===== src/hw/rtl/ccc_pkg.sv =====
`timescale 1ns / 1ps

package ccc_pkg;

	// pixel channel and derived widths
	localparam int CH_W  = 8;
	localparam int SUM_W = 10;  // b+g+r <= 765
	localparam int THR_W = 11;
	localparam int PROD_THR_W = THR_W + SUM_W;

	// register indexes
	localparam int REG_IDX_W = 3;
	localparam logic [REG_IDX_W-1:0] REG_MARKER_ONE   = 3'd0;
	localparam logic [REG_IDX_W-1:0] REG_MARKER_TWO   = 3'd1;
	localparam logic [REG_IDX_W-1:0] REG_MARKER_THREE = 3'd2;
	localparam logic [REG_IDX_W-1:0] REG_JOINT_REF    = 3'd3;
	localparam logic [REG_IDX_W-1:0] REG_GROW_THR     = 3'd4;
	localparam logic [REG_IDX_W-1:0] REG_SEED_THR     = 3'd5;
	localparam logic [REG_IDX_W-1:0] REG_JOINT_THR    = 3'd6;

	// reset values, truncated to the reference width at the use site
	localparam logic [31:0] RST_MARKER_ONE   = 32'd87510;
	localparam logic [31:0] RST_MARKER_TWO   = 32'd129710;
	localparam logic [31:0] RST_MARKER_THREE = 32'd83005;
	localparam logic [31:0] RST_JOINT_REF    = 32'd705745;
	localparam logic [THR_W-1:0] RST_GROW_THR  = 11'd154;
	localparam logic [THR_W-1:0] RST_SEED_THR  = 11'd72;
	localparam logic [THR_W-1:0] RST_JOINT_THR = 11'd154;

	// class codes
	localparam int CLS_W = 2;
	localparam logic [CLS_W-1:0] CLS_NONE  = 2'd0;
	localparam logic [CLS_W-1:0] CLS_ONE   = 2'd1;
	localparam logic [CLS_W-1:0] CLS_TWO   = 2'd2;
	localparam logic [CLS_W-1:0] CLS_THREE = 2'd3;

	// per-stage load enables shared with the distance units
	typedef struct packed {
		logic s2;
		logic s3;
	} stage_en_t;

endpackage


===== src/hw/rtl/ccc_ref_unit.sv =====
`timescale 1ns / 1ps

// L1 distance of the pixel chromaticity to one reference, scaled by the sum.
// s2: reference products, s3: absolute differences added.
module ccc_ref_unit #(
	parameter int REF_FRAC_BITS = 10
) (
	input  logic                                clk,
	input  ccc_pkg::stage_en_t                  en,
	input  logic [ccc_pkg::SUM_W-1:0]           sum_s1,
	input  logic [ccc_pkg::CH_W-1:0]            blue_s1,
	input  logic [ccc_pkg::CH_W-1:0]            green_s1,
	input  logic [2*REF_FRAC_BITS-1:0]          ref_val,
	output logic [REF_FRAC_BITS+ccc_pkg::SUM_W:0] dist_s3
);

	localparam int F     = REF_FRAC_BITS;
	localparam int PW    = F + ccc_pkg::CH_W;   // shifted pixel channel
	localparam int RW    = F + ccc_pkg::SUM_W;  // reference times sum
	localparam int DW    = RW + 1;              // signed difference / distance

	logic [F-1:0]  ref_b;
	logic [F-1:0]  ref_g;
	logic [PW-1:0] pix_b_s2;
	logic [PW-1:0] pix_g_s2;
	logic [RW-1:0] prod_b_s2;
	logic [RW-1:0] prod_g_s2;
	logic signed [DW-1:0] diff_b;
	logic signed [DW-1:0] diff_g;
	logic [DW-1:0] abs_b;
	logic [DW-1:0] abs_g;

	assign ref_b = ref_val[2*F-1:F];
	assign ref_g = ref_val[F-1:0];

	always_ff @(posedge clk) begin
		if (en.s2) begin
			pix_b_s2  <= {blue_s1, {F{1'b0}}};
			pix_g_s2  <= {green_s1, {F{1'b0}}};
			prod_b_s2 <= RW'(ref_b) * RW'(sum_s1);
			prod_g_s2 <= RW'(ref_g) * RW'(sum_s1);
		end
	end

	always_comb begin
		diff_b = $signed({3'b000, pix_b_s2}) - $signed({1'b0, prod_b_s2});
		diff_g = $signed({3'b000, pix_g_s2}) - $signed({1'b0, prod_g_s2});
		abs_b  = diff_b[DW-1] ? DW'(-diff_b) : DW'(diff_b);
		abs_g  = diff_g[DW-1] ? DW'(-diff_g) : DW'(diff_g);
	end

	// each magnitude is below 2^RW, so the sum fits in DW bits
	always_ff @(posedge clk) begin
		if (en.s3) begin
			dist_s3 <= abs_b + abs_g;
		end
	end

endmodule


===== src/hw/rtl/chromaticity_color_classifier.sv =====
`timescale 1ns / 1ps

// Chromaticity color classifier.
// Input channel (in_valid/in_ready): one BGR pixel plus seed_mode per
// transaction. Output channel (out_valid/out_ready): marker_class (first of
// three markers whose chromaticity L1 distance is below the active
// threshold, 0 for none) and joint_match. seed_mode picks seed_threshold
// over grow_threshold for the markers. A black pixel matches nothing.
// Config: write_en/write_index/write_data, one register per cycle, no
// read-back; write only while the pipeline is empty.
// Throughput: one pixel per cycle while out_ready holds. Latency: four register
// stages (sum, reference products, distances, compare); out_valid is the last
// stage's valid bit.
// Reset: all stage valid bits clear and the configuration registers take their defaults.
// Stall: each stage holds while its successor is full and stalled; bubbles
// are squeezed out, so in_ready stays high until every stage is occupied
// behind a stalled output.
module chromaticity_color_classifier #(
	parameter int REF_FRAC_BITS = 10
) (
	input  logic                         clk,
	input  logic                         arst_n,
	input  logic                         write_en,
	input  logic [ccc_pkg::REG_IDX_W-1:0] write_index,
	input  logic [2*REF_FRAC_BITS-1:0]   write_data,
	input  logic                         in_valid,
	output logic                         in_ready,
	input  logic [ccc_pkg::CH_W-1:0]     blue,
	input  logic [ccc_pkg::CH_W-1:0]     green,
	input  logic [ccc_pkg::CH_W-1:0]     red,
	input  logic                         seed_mode,
	output logic                         out_valid,
	input  logic                         out_ready,
	output logic [ccc_pkg::CLS_W-1:0]    marker_class,
	output logic                         joint_match
);

	localparam int F   = REF_FRAC_BITS;
	localparam int RFW = 2 * F;
	localparam int DW  = F + ccc_pkg::SUM_W + 1;
	localparam int TW  = ccc_pkg::PROD_THR_W;
	localparam int CW  = (DW > TW) ? DW : TW;

	// ---------------- configuration registers ----------------
	logic [RFW-1:0]                marker_one_q;
	logic [RFW-1:0]                marker_two_q;
	logic [RFW-1:0]                marker_three_q;
	logic [RFW-1:0]                joint_ref_q;
	logic [ccc_pkg::THR_W-1:0]     grow_thr_q;
	logic [ccc_pkg::THR_W-1:0]     seed_thr_q;
	logic [ccc_pkg::THR_W-1:0]     joint_thr_q;

	always_ff @(posedge clk or negedge arst_n) begin
		if (!arst_n) begin
			marker_one_q   <= ccc_pkg::RST_MARKER_ONE[RFW-1:0];
			marker_two_q   <= ccc_pkg::RST_MARKER_TWO[RFW-1:0];
			marker_three_q <= ccc_pkg::RST_MARKER_THREE[RFW-1:0];
			joint_ref_q    <= ccc_pkg::RST_JOINT_REF[RFW-1:0];
			grow_thr_q     <= ccc_pkg::RST_GROW_THR;
			seed_thr_q     <= ccc_pkg::RST_SEED_THR;
			joint_thr_q    <= ccc_pkg::RST_JOINT_THR;
		end else if (write_en) begin
			unique case (write_index)
				ccc_pkg::REG_MARKER_ONE:   marker_one_q   <= write_data;
				ccc_pkg::REG_MARKER_TWO:   marker_two_q   <= write_data;
				ccc_pkg::REG_MARKER_THREE: marker_three_q <= write_data;
				ccc_pkg::REG_JOINT_REF:    joint_ref_q    <= write_data;
				ccc_pkg::REG_GROW_THR:     grow_thr_q <= write_data[ccc_pkg::THR_W-1:0];
				ccc_pkg::REG_SEED_THR:     seed_thr_q <= write_data[ccc_pkg::THR_W-1:0];
				ccc_pkg::REG_JOINT_THR:    joint_thr_q <= write_data[ccc_pkg::THR_W-1:0];
				default: ;  // unknown index: ignored
			endcase
		end
	end

	// ---------------- pipeline flow control ----------------
	// A stage loads when it is empty or its successor moves on.
	logic v_s1, v_s2, v_s3, v_s4;
	logic rdy1, rdy2, rdy3, rdy4;
	ccc_pkg::stage_en_t en;
	logic en_s1, en_s4;

	assign rdy4 = !v_s4 || out_ready;
	assign rdy3 = !v_s3 || rdy4;
	assign rdy2 = !v_s2 || rdy3;
	assign rdy1 = !v_s1 || rdy2;
	assign in_ready = rdy1;

	assign en_s1 = rdy1 && in_valid;
	assign en.s2 = rdy2 && v_s1;
	assign en.s3 = rdy3 && v_s2;
	assign en_s4 = rdy4 && v_s3;

	always_ff @(posedge clk or negedge arst_n) begin
		if (!arst_n) begin
			v_s1 <= 1'b0;
			v_s2 <= 1'b0;
			v_s3 <= 1'b0;
			v_s4 <= 1'b0;
		end else begin
			if (rdy1) v_s1 <= in_valid;
			if (rdy2) v_s2 <= v_s1;
			if (rdy3) v_s3 <= v_s2;
			if (rdy4) v_s4 <= v_s3;
		end
	end

	// ---------------- stage 1: sum and threshold select ----------------
	logic [ccc_pkg::SUM_W-1:0] sum_s1;
	logic [ccc_pkg::CH_W-1:0]  blue_s1;
	logic [ccc_pkg::CH_W-1:0]  green_s1;
	logic [ccc_pkg::THR_W-1:0] thr_s1;

	always_ff @(posedge clk) begin
		if (en_s1) begin
			sum_s1   <= ccc_pkg::SUM_W'(blue) + ccc_pkg::SUM_W'(green)
				+ ccc_pkg::SUM_W'(red);
			blue_s1  <= blue;
			green_s1 <= green;
			thr_s1   <= seed_mode ? seed_thr_q : grow_thr_q;
		end
	end

	// ---------------- stage 2/3: threshold limits scaled by the sum ----------------
	logic [TW-1:0] lim_s2, jlim_s2;
	logic [TW-1:0] lim_s3, jlim_s3;

	always_ff @(posedge clk) begin
		if (en.s2) begin
			lim_s2  <= TW'(thr_s1) * TW'(sum_s1);
			jlim_s2 <= TW'(joint_thr_q) * TW'(sum_s1);
		end
		if (en.s3) begin
			lim_s3  <= lim_s2;
			jlim_s3 <= jlim_s2;
		end
	end

	// ---------------- stage 2/3: distance units ----------------
	logic [DW-1:0] dist_one_s3, dist_two_s3, dist_three_s3, dist_joint_s3;

	ccc_ref_unit #(.REF_FRAC_BITS(F)) u_ref_one (
		.clk(clk), .en(en), .sum_s1(sum_s1), .blue_s1(blue_s1),
		.green_s1(green_s1), .ref_val(marker_one_q), .dist_s3(dist_one_s3)
	);

	ccc_ref_unit #(.REF_FRAC_BITS(F)) u_ref_two (
		.clk(clk), .en(en), .sum_s1(sum_s1), .blue_s1(blue_s1),
		.green_s1(green_s1), .ref_val(marker_two_q), .dist_s3(dist_two_s3)
	);

	ccc_ref_unit #(.REF_FRAC_BITS(F)) u_ref_three (
		.clk(clk), .en(en), .sum_s1(sum_s1), .blue_s1(blue_s1),
		.green_s1(green_s1), .ref_val(marker_three_q), .dist_s3(dist_three_s3)
	);

	ccc_ref_unit #(.REF_FRAC_BITS(F)) u_ref_joint (
		.clk(clk), .en(en), .sum_s1(sum_s1), .blue_s1(blue_s1),
		.green_s1(green_s1), .ref_val(joint_ref_q), .dist_s3(dist_joint_s3)
	);

	// ---------------- stage 4: compare, priority, output register ----------------
	// A black pixel gives zero distance and zero limit, so strict compare
	// already rejects it.
	logic hit_one, hit_two, hit_three, hit_joint;
	logic [ccc_pkg::CLS_W-1:0] cls_nxt;
	logic [ccc_pkg::CLS_W-1:0] class_s4;
	logic                      joint_s4;

	always_comb begin
		hit_one   = CW'(dist_one_s3)   < CW'(lim_s3);
		hit_two   = CW'(dist_two_s3)   < CW'(lim_s3);
		hit_three = CW'(dist_three_s3) < CW'(lim_s3);
		hit_joint = CW'(dist_joint_s3) < CW'(jlim_s3);
		if (hit_one)        cls_nxt = ccc_pkg::CLS_ONE;
		else if (hit_two)   cls_nxt = ccc_pkg::CLS_TWO;
		else if (hit_three) cls_nxt = ccc_pkg::CLS_THREE;
		else                cls_nxt = ccc_pkg::CLS_NONE;
	end

	always_ff @(posedge clk) begin
		if (en_s4) begin
			class_s4 <= cls_nxt;
			joint_s4 <= hit_joint;
		end
	end

	assign out_valid    = v_s4;
	assign marker_class = class_s4;
	assign joint_match  = joint_s4;

`ifndef SYNTH
	// an empty output stage means nothing can block the input
	a_ready_when_drained: assert property (@(posedge clk) disable iff (!arst_n)
		!out_valid |-> in_ready)
		else $error("in_ready low with output stage empty");

	// input may only stall once every stage is full behind a stalled output
	a_stall_only_when_full: assert property (@(posedge clk) disable iff (!arst_n)
		!in_ready |-> (v_s1 && v_s2 && v_s3 && out_valid && !out_ready))
		else $error("input stalled with a free stage");

	// a stalled output must not drop the transaction waiting behind it
	a_s3_held: assert property (@(posedge clk) disable iff (!arst_n)
		(out_valid && !out_ready && v_s3) |=> v_s3)
		else $error("stage 3 transaction lost during stall");
`endif

endmodule

===== config.mk =====
export PLATFORM = sky130hd
export DESIGN_NAME = chromaticity_color_classifier
export DESIGN_NICKNAME = d
export VERILOG_FILES = /design/src/hw/rtl/ccc_pkg.sv /design/src/hw/rtl/ccc_ref_unit.sv /design/src/hw/rtl/chromaticity_color_classifier.sv
export SDC_FILE = /design/constraint.sdc
export NUM_CORES = 2
export LEC_CHECK = 0
export BUFFER_PORTS_ARGS = -buffer_cell sky130_fd_sc_hd__buf_2
export CORE_ASPECT_RATIO = 1.2
export CORE_MARGIN = 2
export CORE_UTILIZATION = 55
export CTS_CLUSTER_DIAMETER = 40
export DETAILED_ROUTE_END_ITERATION = 8
export PLACE_DENSITY = 0.71
export SLEW_MARGIN = 30
export SYNTH_ARGS = -nofsm -noshare
export SYNTH_HDL_FRONTEND = slang
export SYNTH_SLANG_ARGS = --single-unit

===== constraint.sdc =====
create_clock -name clk -period 19.28 [get_ports clk]
set_input_delay 0.964 -clock clk [delete_from_list [all_inputs] [get_ports clk]]
set_output_delay 0.964 -clock clk [all_outputs]
set_load 0.01 [all_outputs]

==> After elaboration in Yosys (flattened, before gate mapping) <==
Cells that the tools add are included.
W data, S select, Z words.
{ "op_classes": {"add_sub_neg": 22, "mul": 10, "order_cmp": 4, "eq_ne": 6, "muxes": 11, "n_reduce_logical": 20} }
{ "ops": {"columns": ["op", "n"], "rows": [
  ["$mux W21", 8],
  ["$neg A21 Y21", 8],
  ["$sub A18 B20 Y21", 8],
  ["$mul A10 B10 Y20", 8],
  ["$add A21 B21 Y21", 4],
  ["$lt A21 B21 Y1", 4],
  ["$mul A11 B10 Y21", 2],
  ["$reduce_and A2 Y1", 7],
  ["$mux W11", 1],
  ["$add A9 B8 Y10", 1],
  ["$add A8 B8 Y9", 1],
  ["$eq A3 B3 Y1 const B", 3],
  ["$eq A3 B2 Y1 const B", 2],
  ["$logic_and A1 B1 Y1", 4],
  ["$logic_not A1 Y1", 4],
  ["$logic_or A1 B1 Y1", 4],
  ["$mux W2", 2],
  ["$eq A3 B1 Y1 const B", 1],
  ["$logic_not A3 Y1", 1]
]} }
{ "totals": {"ff_bits": 501, "input_bits": 53, "output_inout_bits": 5, "elab_cells": 108} }

==> Logic depth before layout (Yosys ltp) <==
{ "logic_depth": {"ltp_word": 6, "depth_mapped": 23, "ltp_nobuf": 21} }

==> Modules after synthesis <==
Synthesis repeated with hierarchy kept, for this count alone.
{ "hier_totals": {"cells_unflattened": 7046, "hier_area_um2": 67731.2} }
{ "modules_own_cells": {"columns": ["module", "n_inst", "cells_per_inst", "area_each_um2", "seq_area_each_um2"], "rows": [
  ["ccc_ref_unit (u_ref_joint ...)", 2, 1385, 12489.5, 2312.2],
  ["chromaticity_color_classifier", 1, 1551, 17988.5, 6712.7],
  ["ccc_ref_unit (u_ref_three)", 1, 1352, 12399.4, 2312.2],
  ["ccc_ref_unit (u_ref_two)", 1, 1373, 12364.4, 2312.2]
]} }

==> Least setup slack after synthesis <==
Ideal clock, no wire load.
{ "synth_timing": {"path_type": "input to register", "from": "input out_ready", "to": "register jlim_s2[0], enable pin", "setup_time_ns": 0.605, "arrival_ns": 6.081, "t_required_ns": 18.675, "slack_ns": 12.594, "cell_stages": 3, "n_path_buf": 0, "cell_sequence": "nor2b_1 nand3_1 and2_1"} }
{ "synth_lines": {"columns": ["item", "line", "source"], "rows": [
  ["start: declaration", "chromaticity_color_classifier.sv:33", "input logic out_ready,"],
  ["end signal: assignment", "chromaticity_color_classifier.sv:131", "jlim_s2 <= TW'(joint_thr_q) * TW'(sum_s1);"],
  ["end: declaration", "chromaticity_color_classifier.sv:125", "logic [TW-1:0] lim_s2, jlim_s2;"]
]} }

==> Worst setup path in the final report <==
{ "layout_timing": {"from": "register sum_s1[2] in the netlist's numbering", "to": "register lim_s2[20], data pin"} }
{ "layout_via": {"elab_chain_len": 1} }
{ "layout_lines": {"columns": ["item", "line", "source"], "rows": [
  ["start: declaration", "chromaticity_color_classifier.sv:109", "logic [ccc_pkg::SUM_W-1:0] sum_s1;"],
  ["start signal: assignment", "chromaticity_color_classifier.sv:116", "sum_s1 <= ccc_pkg::SUM_W'(blue) + ccc_pkg::SUM_W'(green)"],
  ["$mul A11 B10 Y21", "chromaticity_color_classifier.sv:130", "lim_s2 <= TW'(thr_s1) * TW'(sum_s1);"],
  ["end signal: assignment", "chromaticity_color_classifier.sv:130", null],
  ["end: declaration", "chromaticity_color_classifier.sv:125", null]
]} }
Every way passes these cells.
A chain may end at the register's enable or synchronous reset.

==> results by group <==
Outcome
  – Status: complete, no violations

Clock network
  – Clk buf depth: 3
  – CTS tree: yes
  – Clock Latency Late Sink: 0.69 ns
  – Setup Buffers After CTS: 0
  – TritonCTS buffer count: 88
  – Clock Root Buffer: clkbuf_16
  – CTS clk-pin slew, worst paths: 0.06 ns
  – CTS H-tree depth: 3
  – Hold Buf Count CTS: 0
  – Post-cts sizing count: 0
  – CTS Sinks: 501

Flow run
  – Max-Cap Viols: 0

STA
  – Final Max Tran Viols: 0
  – # setup viols final: 0
  – Fmax: around 140 MHz
  – Worst rel slew slack: 36.5%
  – Final Skew: 0.0256 ns
  – Sum of negative setup slack: 0 ns
  – Tmin final: 7.04 ns
  – RSZ-0062 raised after global routing: false
  – Tcrit/Tclk final: 36.5%
  – Slew @ Worst Pin: 0.946 ns
  – Count of final hold-check violations: 0

Logic synthesis
  – Syn Nets: 8310
  – Gate Count Post-Synth: 6817
  – Yosys top cell by area: fa_1
  – Mean Syn Cell Area: approximately 9.5 µm²
  – Number of synthesized flops with an enable pin: 384
  – Fraction of registers with async set/reset: 23.4%
  – Register area share after synthesis: 22.5%
  – Yosys top cell area share: 20.1%
  – Syn. warnings: 0
  – Cell variety after synth: 99
  – Top FF cell, synth: edfxtp_1
  – Synth top area cells: fa_1 (20%), edfxtp_1 (18%), ha_1 (15%), inv_1 (5.6%), and2_1 (5.5%)
  – Synthesized flop and latch total: 501
  – Synthesized cell area: 0.0647 mm²

Floorplan
  – Die H: 380 µm
  – Rows: ~140
  – Placeable Area: between 0.1 and 0.15 mm²
  – Initial core utilization: 55.6%
  – Die Wd: about 320 µm
  – Die ar.: 0.120 mm²
  – I/O pin total: 58

GRT
  – GR peak layer: met2
  – Gr ovfl total: 0
  – Vias in the first global route: 48411
  – GRT Overall Usage: 28.1%
  – Global-route wire length before repair: ~260000 µm
  – Grt met2 use: 45.5%
  – Grt met3 use: 3.96%
  – M1 GR Usage: 38.2%
  – Number of antenna violations at the first check in global routing: 8
  – Pin count of the biggest net entering global routing: 80

Min path
  – HP Class: input pin to async pin

Placed design
  – Port bufs: 57
  – GPL Wtd Cong: about 0.9
  – Detailed Place HPWL: 129000 µm

Worst setup path
  – CP required: 19.71 ns
  – Arrival @ worst endpoint: between 7 and 8 ns
  – Crit path max fanout: 59
  – Setup crit start kind: flop
  – Critical Setup Path Class: flop to flop
  – Crit path capture type: flop

Routing
  – Starting DRT DRC Count: 3519
  – ANT nets after route: 0
  – Routed wire length per instance: between 15 and 20 µm
  – Vias: roughly 48000
  – DR pass1 iterations: 6
  – DRC viols: 0
  – DR vias/cell: 5.78
  – Total Routed Length: 166000 µm

Cells and area
  – Ratio of cells with drive above 1 in the final layout: 7.39%
  – Synthesis-to-layout area growth: 6.83%
  – Nets: 8210
-- flip-flops by register name, summed over array words and instances (netlist names), 21 cells and up --
name / cells
jlim_s2: 21
u_ref_joint.dist_s3: 21
u_ref_one.dist_s3: 21
lim_s2: 21
u_ref_two.dist_s3: 21
jlim_s3: 21
u_ref_three.dist_s3: 21
lim_s3: 21
-- metal layers --
| metal | up-vias | share of wire [%] |
|---|---|---|
| met1 | 23952 | 43 |
| met3 | 303 | 6.2 |
| met4 | 8 | 3.4 |
| li1 | 22434 | - |
| met5 | - | 0.037 |
| met2 | 1437 | 47 |
-- Yosys cell counts, types with 32 or more instances --
library cell	number
a211oi_1	36
a21o_1	103
a21oi_1	266
a31oi_1	45
and2_1	572
and3_1	36
clkbuf_1	266
dfrtp_1	68
dfstp_2	49
edfxtp_1	384
fa_1	649
ha_1	791
inv_1	961
mux2_2	132
nand2_1	708
nand2b_1	46
nand3_1	77
nand4_1	32
nor2_1	261
nor2b_1	44
nor3_1	99
o21ai_0	160
o21bai_1	37
or3_1	47
xnor2_1	363
xor2_1	130
-- final timing paths --
kind / from / end / slack [ns] / cells after the start
max: sum_s1[2]$_DFFE_PP_ / lim_s2[20]$_DFFE_PP_ / 12.24 / 21
min: arst_n / marker_three_q[17]$_DFFE_PN0P_ / 0.17 / 1
max reg2reg: sum_s1[2]$_DFFE_PP_ / lim_s2[20]$_DFFE_PP_ / 12.24 / 21
min reg2reg: jlim_s2[20]$_DFFE_PP_ / jlim_s3[20]$_DFFE_PP_ / 0.41 / 0
max in group asynchronous: arst_n / out_valid$_DFFE_PN0P_ / 17.42 / 3
min in group clk: jlim_s2[20]$_DFFE_PP_ / jlim_s3[20]$_DFFE_PP_ / 0.41 / 0
-- worst max-delay path, stage by stage, from the launching register on --
cell      delay [ns]
edfxtp_1        0.34
buf_4           0.56
buf_4           0.58
nand2_1         0.15
fa_1            0.53
inv_1           0.06
fa_1            0.52
inv_1           0.06
fa_1            0.55
fa_1            0.42
fa_1            0.48
inv_1           0.04
ha_1            0.32
a21o_1          0.17
a21oi_1         0.18
o211ai_1        0.17
a211oi_1        0.29
nor2_1          0.11
or4_1           0.43
a31o_2          0.23
o41ai_1         0.31
xnor2_1         0.11
-- stage by stage --
step	cell area (µm²)	setup slack, ns	hold slack [ns]	instances	util [%]
floorplan	64700	12.59	0.400	6817	-
global placement	66100	12.41	0.400	8156	56.8
detailed placement	66100	12.32	0.405	8156	56.8
CTS	69100	12.32	0.134	8320	59.3
global route	69100	11.96	0.182	8320	59.4
finish	69100	12.24	0.175	8326	59.4
-- cell usage in the layout (no fill, tap or decap), drive strengths merged, types with 19 or more instances in the layout --
cell type	instances
a211oi	38
a21o	103
a21oi	267
a31oi	45
and2	573
and3	36
buf	97
clkbuf	101
clkinv	27
dfrtp	68
dfstp	49
edfxtp	384
fa	649
ha	791
inv	990
mux2	133
nand2	708
nand2b	46
nand3	77
nand4	32
nor2	262
nor2b	44
nor3	102
nor4	34
o211ai	26
o21a	28
o21ai	162
o21bai	38
o31ai	31
or2	23
or3	48
or4	19
xnor2	363
xor2	130
-- logic make-up (layout without fill, tap and decap cells) --
family / after synthesis / count (layout) / synth area share [%]
buffers and inverters: 1248 / 1222 / 7.27
multiplexers: 144 / 144 / 2.49
flip-flops: 501 / 501 / 22.5
other: 0 / 6 / 0
AND/OR/NAND/NOR: 2076 / 2076 / 16.4
adder cells (fa/ha/maj): 1440 / 1440 / 35.4
XOR/XNOR: 495 / 495 / 6.75
AO/OA/AOI/OAI: 913 / 913 / 9.21
-- layout make-up --
type	instances	area, µm²
Fill cell	9801	47300
Sequential cell	501	14500
Multi-Input combinational cell	5068	45500
Clock buffer	101	2310
Timing Repair Buffer	97	592
Tap cell	1529	1910
Antenna cell	6	15.0
Inverter	961	3610
Clock inverter	63	652
Power is not shown: default switching activity piles up to over one toggle a cycle in this logic, so the estimate is an artifact.
